File: src/rtl/core/scc_pkg.sv
// ----------------------------------------------------------------------------
// scc_pkg
// shared types and constants for the strongly connected component counter
// ----------------------------------------------------------------------------
package scc_pkg;

	localparam int FW            = 11;
	localparam int MAX_VERT_DEF  = 1024;
	localparam int MAX_EDGES_DEF = 4096;

	typedef enum logic [23:0] {
		ST_IDLE    = 24'h000001,
		ST_CLR     = 24'h000002,
		ST_CNT_RD  = 24'h000004,
		ST_CNT_CHK = 24'h000008,
		ST_CNT_WR  = 24'h000010,
		ST_PFX_RD  = 24'h000020,
		ST_PFX_WR  = 24'h000040,
		ST_FIL_RD  = 24'h000080,
		ST_FIL_CHK = 24'h000100,
		ST_FIL_WR  = 24'h000200,
		ST_ROOT    = 24'h000400,
		ST_ROOT_CK = 24'h000800,
		ST_ENTER_A = 24'h001000,
		ST_ENTER_B = 24'h002000,
		ST_ENTER_C = 24'h004000,
		ST_TOP     = 24'h008000,
		ST_EDGE_A  = 24'h010000,
		ST_EDGE_B  = 24'h020000,
		ST_POP     = 24'h040000,
		ST_POPC_A  = 24'h080000,
		ST_POPC_B  = 24'h100000,
		ST_AFTER   = 24'h200000,
		ST_RES_A   = 24'h400000,
		ST_RES_B   = 24'h800000
	} state_t;

	typedef struct packed {
		state_t st;
		logic   load;
		logic   finish;
	} cmd_t;

	typedef struct packed {
		logic clr_end;
		logic cnt_end;
		logic pfx_end;
		logic edge_bad;
		logic root_end;
		logic disc_zero;
		logic has_next;
		logic is_root;
		logic pop_hit;
		logic depth_zero;
	} status_t;

endpackage

File: src/rtl/core/scc_ctrl.sv
// ----------------------------------------------------------------------------
// scc_ctrl
// sequencer for loading, list building and the depth-first search
// ----------------------------------------------------------------------------
module scc_ctrl
	import scc_pkg::*;
(
	input  logic    clk,
	input  logic    arst_n,
	input  logic    start,
	input  logic    op,
	input  status_t sts,
	output cmd_t    cmd,
	output logic    busy,
	output logic    done
);

	state_t state_q, state_d;

	always_ff @(posedge clk or negedge arst_n) begin
		if (!arst_n) begin
			state_q <= ST_IDLE;
		end else begin
			state_q <= state_d;
		end
	end

	always_comb begin
		state_d = state_q;
		unique case (state_q)
			ST_IDLE:    if (start && op) state_d = ST_CLR;
			ST_CLR:     if (sts.clr_end) state_d = ST_CNT_RD;
			ST_CNT_RD:  state_d = sts.cnt_end ? ST_PFX_RD : ST_CNT_CHK;
			ST_CNT_CHK: state_d = sts.edge_bad ? ST_CNT_RD : ST_CNT_WR;
			ST_CNT_WR:  state_d = ST_CNT_RD;
			ST_PFX_RD:  state_d = sts.pfx_end ? ST_FIL_RD : ST_PFX_WR;
			ST_PFX_WR:  state_d = ST_PFX_RD;
			ST_FIL_RD:  state_d = sts.cnt_end ? ST_ROOT : ST_FIL_CHK;
			ST_FIL_CHK: state_d = sts.edge_bad ? ST_FIL_RD : ST_FIL_WR;
			ST_FIL_WR:  state_d = ST_FIL_RD;
			ST_ROOT:    state_d = sts.root_end ? ST_IDLE : ST_ROOT_CK;
			ST_ROOT_CK: state_d = sts.disc_zero ? ST_ENTER_A : ST_ROOT;
			ST_ENTER_A: state_d = ST_ENTER_B;
			ST_ENTER_B: state_d = ST_ENTER_C;
			ST_ENTER_C: state_d = ST_TOP;
			ST_TOP:     state_d = sts.has_next ? ST_EDGE_A : ST_POP;
			ST_EDGE_A:  state_d = ST_EDGE_B;
			ST_EDGE_B:  state_d = sts.disc_zero ? ST_ENTER_A : ST_TOP;
			ST_POP:     state_d = sts.is_root ? ST_POPC_A : ST_AFTER;
			ST_POPC_A:  state_d = ST_POPC_B;
			ST_POPC_B:  state_d = sts.pop_hit ? ST_AFTER : ST_POPC_A;
			ST_AFTER:   state_d = sts.depth_zero ? ST_ROOT : ST_RES_A;
			ST_RES_A:   state_d = ST_RES_B;
			ST_RES_B:   state_d = ST_TOP;
			default:    state_d = ST_IDLE;
		endcase
	end

	assign busy       = (state_q != ST_IDLE);
	assign done       = (state_q == ST_ROOT) && sts.root_end;
	assign cmd.st     = state_q;
	assign cmd.load   = (state_q == ST_IDLE) && start && !op;
	assign cmd.finish = (state_q == ST_IDLE) && start && op;

endmodule

File: config.mk
export PLATFORM = sky130hd
export DESIGN_NAME = scc_ctrl
export DESIGN_NICKNAME = d
export VERILOG_FILES = /design/src/rtl/core/scc_pkg.sv /design/src/rtl/core/scc_ctrl.sv
export SDC_FILE = /design/constraint.sdc
export NUM_CORES = 1
export LEC_CHECK = 0
export BUFFER_PORTS_ARGS = -buffer_cell sky130_fd_sc_hd__buf_2
export CORE_UTILIZATION = 57
export CTS_BUF_LIST = sky130_fd_sc_hd__clkbuf_8
export CTS_CLUSTER_DIAMETER = 50
export DETAILED_ROUTE_END_ITERATION = 7
export MAX_ROUTING_LAYER = met4
export PLACE_DENSITY = 0.84
export SLEW_MARGIN = 10
export SYNTH_ARGS = -nofsm -noshare
export SYNTH_HDL_FRONTEND = slang
export SYNTH_SLANG_ARGS = --single-unit
File: constraint.sdc
create_clock -name clk -period 4.3 [get_ports clk]
set_input_delay 0.215 -clock clk [delete_from_list [all_inputs] [get_ports clk]]
set_output_delay 0.215 -clock clk [all_outputs]
set_load 0.02 [all_outputs]
Word-level counts from Yosys, hierarchy flattened
Index checks and enable logic that the tools add are counted.
{"block": "classes", "eq_ne": 27, "n_mux": 15, "n_reduce_logical": 8}
{"cell": "$pmux W24 S23", "n": 1}
{"cell": "$mux W24", "n": 2}
{"cell": "$mux W22", "n": 2}
{"cell": "$eq A24 B1 Y1 const B", "n": 1}
{"cell": "$eq A24 B10 Y1 const B", "n": 1}
{"cell": "$eq A24 B11 Y1 const B", "n": 1}
{"cell": "$eq A24 B12 Y1 const B", "n": 1}
{"cell": "$eq A24 B13 Y1 const B", "n": 1}
{"cell": "$eq A24 B14 Y1 const B", "n": 1}
{"cell": "$eq A24 B15 Y1 const B", "n": 1}
{"cell": "$eq A24 B16 Y1 const B", "n": 1}
{"cell": "$eq A24 B17 Y1 const B", "n": 1}
{"cell": "$eq A24 B18 Y1 const B", "n": 1}
{"cell": "$eq A24 B19 Y1 const B", "n": 1}
{"cell": "$eq A24 B2 Y1 const B", "n": 1}
{"cell": "$eq A24 B20 Y1 const B", "n": 1}
{"cell": "$eq A24 B21 Y1 const B", "n": 1}
{"cell": "$eq A24 B22 Y1 const B", "n": 1}
{"cell": "$eq A24 B23 Y1 const B", "n": 1}
{"cell": "$eq A24 B24 Y1 const B", "n": 1}
{"cell": "$eq A24 B3 Y1 const B", "n": 1}
{"cell": "$eq A24 B4 Y1 const B", "n": 1}
{"cell": "$eq A24 B5 Y1 const B", "n": 1}
{"cell": "$eq A24 B6 Y1 const B", "n": 1}
{"cell": "19 further kinds", "n": 24}
{"block": "totals", "ff_bits": 24, "inputBits": 14, "out_inout_bits": 28, "elab_cells": 51}

Depth between registers and ports, before layout
{"block": "depth", "word_depth": 3, "depth_mapped": 8, "ltp_nobuf": 6}

Worst setup path before layout
Ideal clock, no wire load.
{"block": "synth_timing", "path_type": "reg2out", "startpoint": "reg state_q[9]", "endpoint": "out cmd[1] (netlist bit)", "t_arrival_ns": 2.326, "t_required_ns": 4.085, "path_slack_ns": 1.759, "path_stages_with_launch": 6, "n_path_buf": 1, "cell_sequence": "dfrtp_1 -> nor4_2 -> nand4_2 -> or3_1 -> clkbuf_1 -> nor3b_1"}
{"element": "start: declaration", "line": "scc_ctrl.sv:18", "rtl": "state_t state_q, state_d;"}
{"element": "start signal: assignment", "line": "scc_ctrl.sv:24", "rtl": "state_q <= state_d;"}
{"element": "end: declaration", "line": "scc_ctrl.sv:13", "rtl": "output cmd_t cmd,"}

==> impl_metrics.json <==
{
  "clockBufferDepth": 2,
  "antenna_found_initial": 0,
  "crit_arrival_ns": 2.39,
  "clk_latency_ns": 0.26,
  "synth_top_family_by_area": "simple AND/OR/NAND/NOR gates",
  "min_path_type": "in2reg",
  "synth_mux_area_share_pct": 0,
  "max_stage_delay_ns": 0.51,
  "slew_violations": 0,
  "vias": 1383,
  "yosys.area.top_type_share_pct": 40.00,
  "place_congestion": 0.9146,
  "dieArea_um2": 2729,
  "io_buffers": 41,
  "drtIter0Drc": 78,
  "slowest_stage": "nor4_2",
  "syn_to_final_growth_pct": 20.17,
  "cts_setup_buffers": 0,
  "reg_top3": "state_q (24)",
  "synth-compound-area-share_pct": 8.783,
  "final_hold_viol_count": 0,
  "fin_area_um2": 1729,
  "synth_seq_area_share_pct": 41.83,
  "dp.cells": 215,
  "routed_via_density": 6.286,
  "firstDrtPassIters": 4,
  "crit_type": "reg2out",
  "path_cells": "nor4_2 > nand4_2 > or3_1 > nor3b_1 > buf_2",
  "status": "complete, no violations",
  "max_slew_margin_pct": 52.63,
  "root_buffer": "clkbuf_8",
  "cts_buffers": 3,
  "crit_path_start_kind": "flip-flop",
  "synth_ff_type": "dfrtp_1",
  "grt_max_degree": 25,
  "p_per_area_nw_per_um2": 349.5,
  "min_from": "sts[7]",
  "dpl_cell_area_um2": 1664,
  "fp.dieW_um": 52.24,
  "grt_pass1_vias": 1216,
  "synth_area_leaders": "dfrtp_1 40%, nor4_1 5.2%, nor2_1 4.2%",
  "synthDistinctLibCells": 43,
  "clock-sinks": 24,
  "fin_crit_ns": 2.609,
  "synth_xor_xnor_area_share_pct": 4.261,
  "cts_tree": "done",
  "syn_inst": 150,
  "fmax_ghz": 0.3832,
  "globalRouteOverflowTotal": 0,
  "synth-edff-count": 0,
  "core-area_um2": 2297,
  "max-cap-violations": 0,
  "h-tree-depth": 1,
  "syn-num-nets": 164,
  "path_delay_family": "simple AND/OR/NAND/NOR gates",
  "synth_largest_area_cell": "dfrtp_1",
  "layout.area.seq_um2": 601.8,
  "multiInputGateArea_um2": 803.3,
  "fin_crit_sh_pct": 60.68,
  "clock_skew_ns": 0.003831,
  "crit_path_end_kind": "output pin",
  "crit_required_ns": 4.09,
  "rsz0062_at_grt": "false",
  "async_reset_ff_share_pct": 100.0,
  "grt_pass1_wl_mm": 5.671,
  "floorplan.initialDensity_pct": 62.64,
  "critPathMaxFanout": 9,
  "drcViolationCount": 0,
  "final.setup.tns_ns": 0,
  "num_rows": 17,
  "syn_area_um2": 1439,
  "dp_hpwl_mm": 2.751,
  "critPathBufInv": 1,
  "largest-register": "state_q",
  "yosys_warnings": 0,
  "cp-startpoint": "state_q[9]",
  "final.fill_count": 164,
  "die_h_um": 52.24,
  "insertedDiodeCount": 0,
  "reg2reg_from": "state_q[13]",
  "track_usage_pct": 29.99,
  "syn_avg_cell_area_um2": 9.593,
  "ios": 42,
  "synth_fa_ha_area_share_pct": 0,
  "tightest_slew_ns": 0.7040,
  "peakVddDrop_v": 0.0002854,
  "p_leak_nw": 0.8634,
  "wl_mm": 3.614,
  "final_cells": 220,
  "finalSetupViolCount": 0,
  "clkTransAtPathRegs_ns": 0.08,
  "fin_nets": 207,
  "postRouteAntennaNets": 0,
  "yosys.area_share.simple_pct": 42.78,
  "synth_seq_cells": 24,
  "wl_per_cell_um": 16.43,
  "largest_register_ffs": 24,
  "drive_above_1_share_pct": 30.73
}
==> synthesized netlist by cell type (4+ instances only) <==
cell type	instances
nor4_1	12
o21ai_0	4
nand4b_1	4
nand4_1	6
nor2_1	16
nand3_1	4
and4bb_2	4
xor2_1	4
nor3_1	5
nor3b_1	6
dfrtp_1	23
nand2_1	7
clkbuf_1	4
inv_1	5
nor2b_1	4
==> layout make-up <==
class / count / share of cell area, %
Sequential cell: 24 / 34.80
Timing Repair Buffer: 42 / 12.45
Multi-Input combinational cell: 117 / 46.45
Inverter: 5 / 1.085
Tap cell: 28 / 2.026
Clock buffer: 4 / 3.184
==> metal layers <==
metal  GRT usage, %  share of wire (%)  vias up
li1               -                  -      666
met1          40.15                 43      638
met2          46.79                 48       75
met3          4.058                7.8        4
met4          10.96               0.91        0
met5              -                  0        -
==> metrics by stage <==
step	utilization (%)	hold slack (ns)	power [mW]	setup WS, ns
floorplan	-	-0.08059	0.3984	1.759
global placement	72.44	0.2225	0.4513	2.036
detailed placement	72.44	0.2278	0.4547	1.983
CTS	75.27	0.1084	0.6054	1.710
global route	75.27	0.1100	0.6373	1.587
finish	75.27	0.1095	0.6043	1.691
==> power breakdown <==
group | leakage, nW | total (mW) | switching, mW | internal, mW
clock | 0.0288 | 0.152 | 0.0704 | 0.0817
sequential | 0.331 | 0.252 | 0.0147 | 0.238
combinational | 0.503 | 0.200 | 0.130 | 0.0703
==> worst register-to-register path: cells and delay by family (launching register included) <==
kind | cells | cell delay [ns]
AO/OA/AOI/OAI | 1 | 0.17
AND/OR/NAND/NOR | 5 | 1.66
flip-flops | 1 | 0.47
==> timing repair <==
item | CTS | global route
resized for setup | 0 | 0
endpoints found under the hold margin | 23 | 0
hold buffers | 1 | 0
==> logic make-up (layout without fill, tap and decap cells) <==
kind of cell | after synthesis | count (layout)
AND/OR/NAND/NOR | 92 | 92
flip-flops | 24 | 24
buffers and inverters | 9 | 51
XOR/XNOR | 7 | 7
AO/OA/AOI/OAI | 18 | 18
==> path summary, 6_finish.rpt <==
kind                               end  slack, ns  cells past startpoint
min reg2reg                state_q[17]       0.58                      1
min in group asynchronous  state_q[22]       0.46                      2
max                             cmd[1]       1.69                      5
min                         state_q[6]       0.11                      2
max in group asynchronous   state_q[0]       3.47                      2
max reg2reg                state_q[19]       1.92                      6
==> layout by cell type, fill, tap and decap left out, drive strengths merged, types with 2 or more instances in the layout <==
cell type  synthesis  routed
or3                4       4
or4                2       2
nor4              15      15
nand2b             3       3
nand3              4       4
nor3               6       6
and4bb             4       4
nand4b             4       4
xnor2              3       3
nand3b             3       3
buf                0      41
and2               2       2
nor3b              7       7
a211oi             2       2
nand4              7       7
o2111ai            2       2
nand2              8       8
dfrtp             23      23
nor2b              4       4
o21ai              4       4
a21oi              2       2
nor2              16      16
o2bb2ai            2       2
inv                5       5
clkbuf             4       4
xor2               4       4
(Power assumes the default switching activity.)
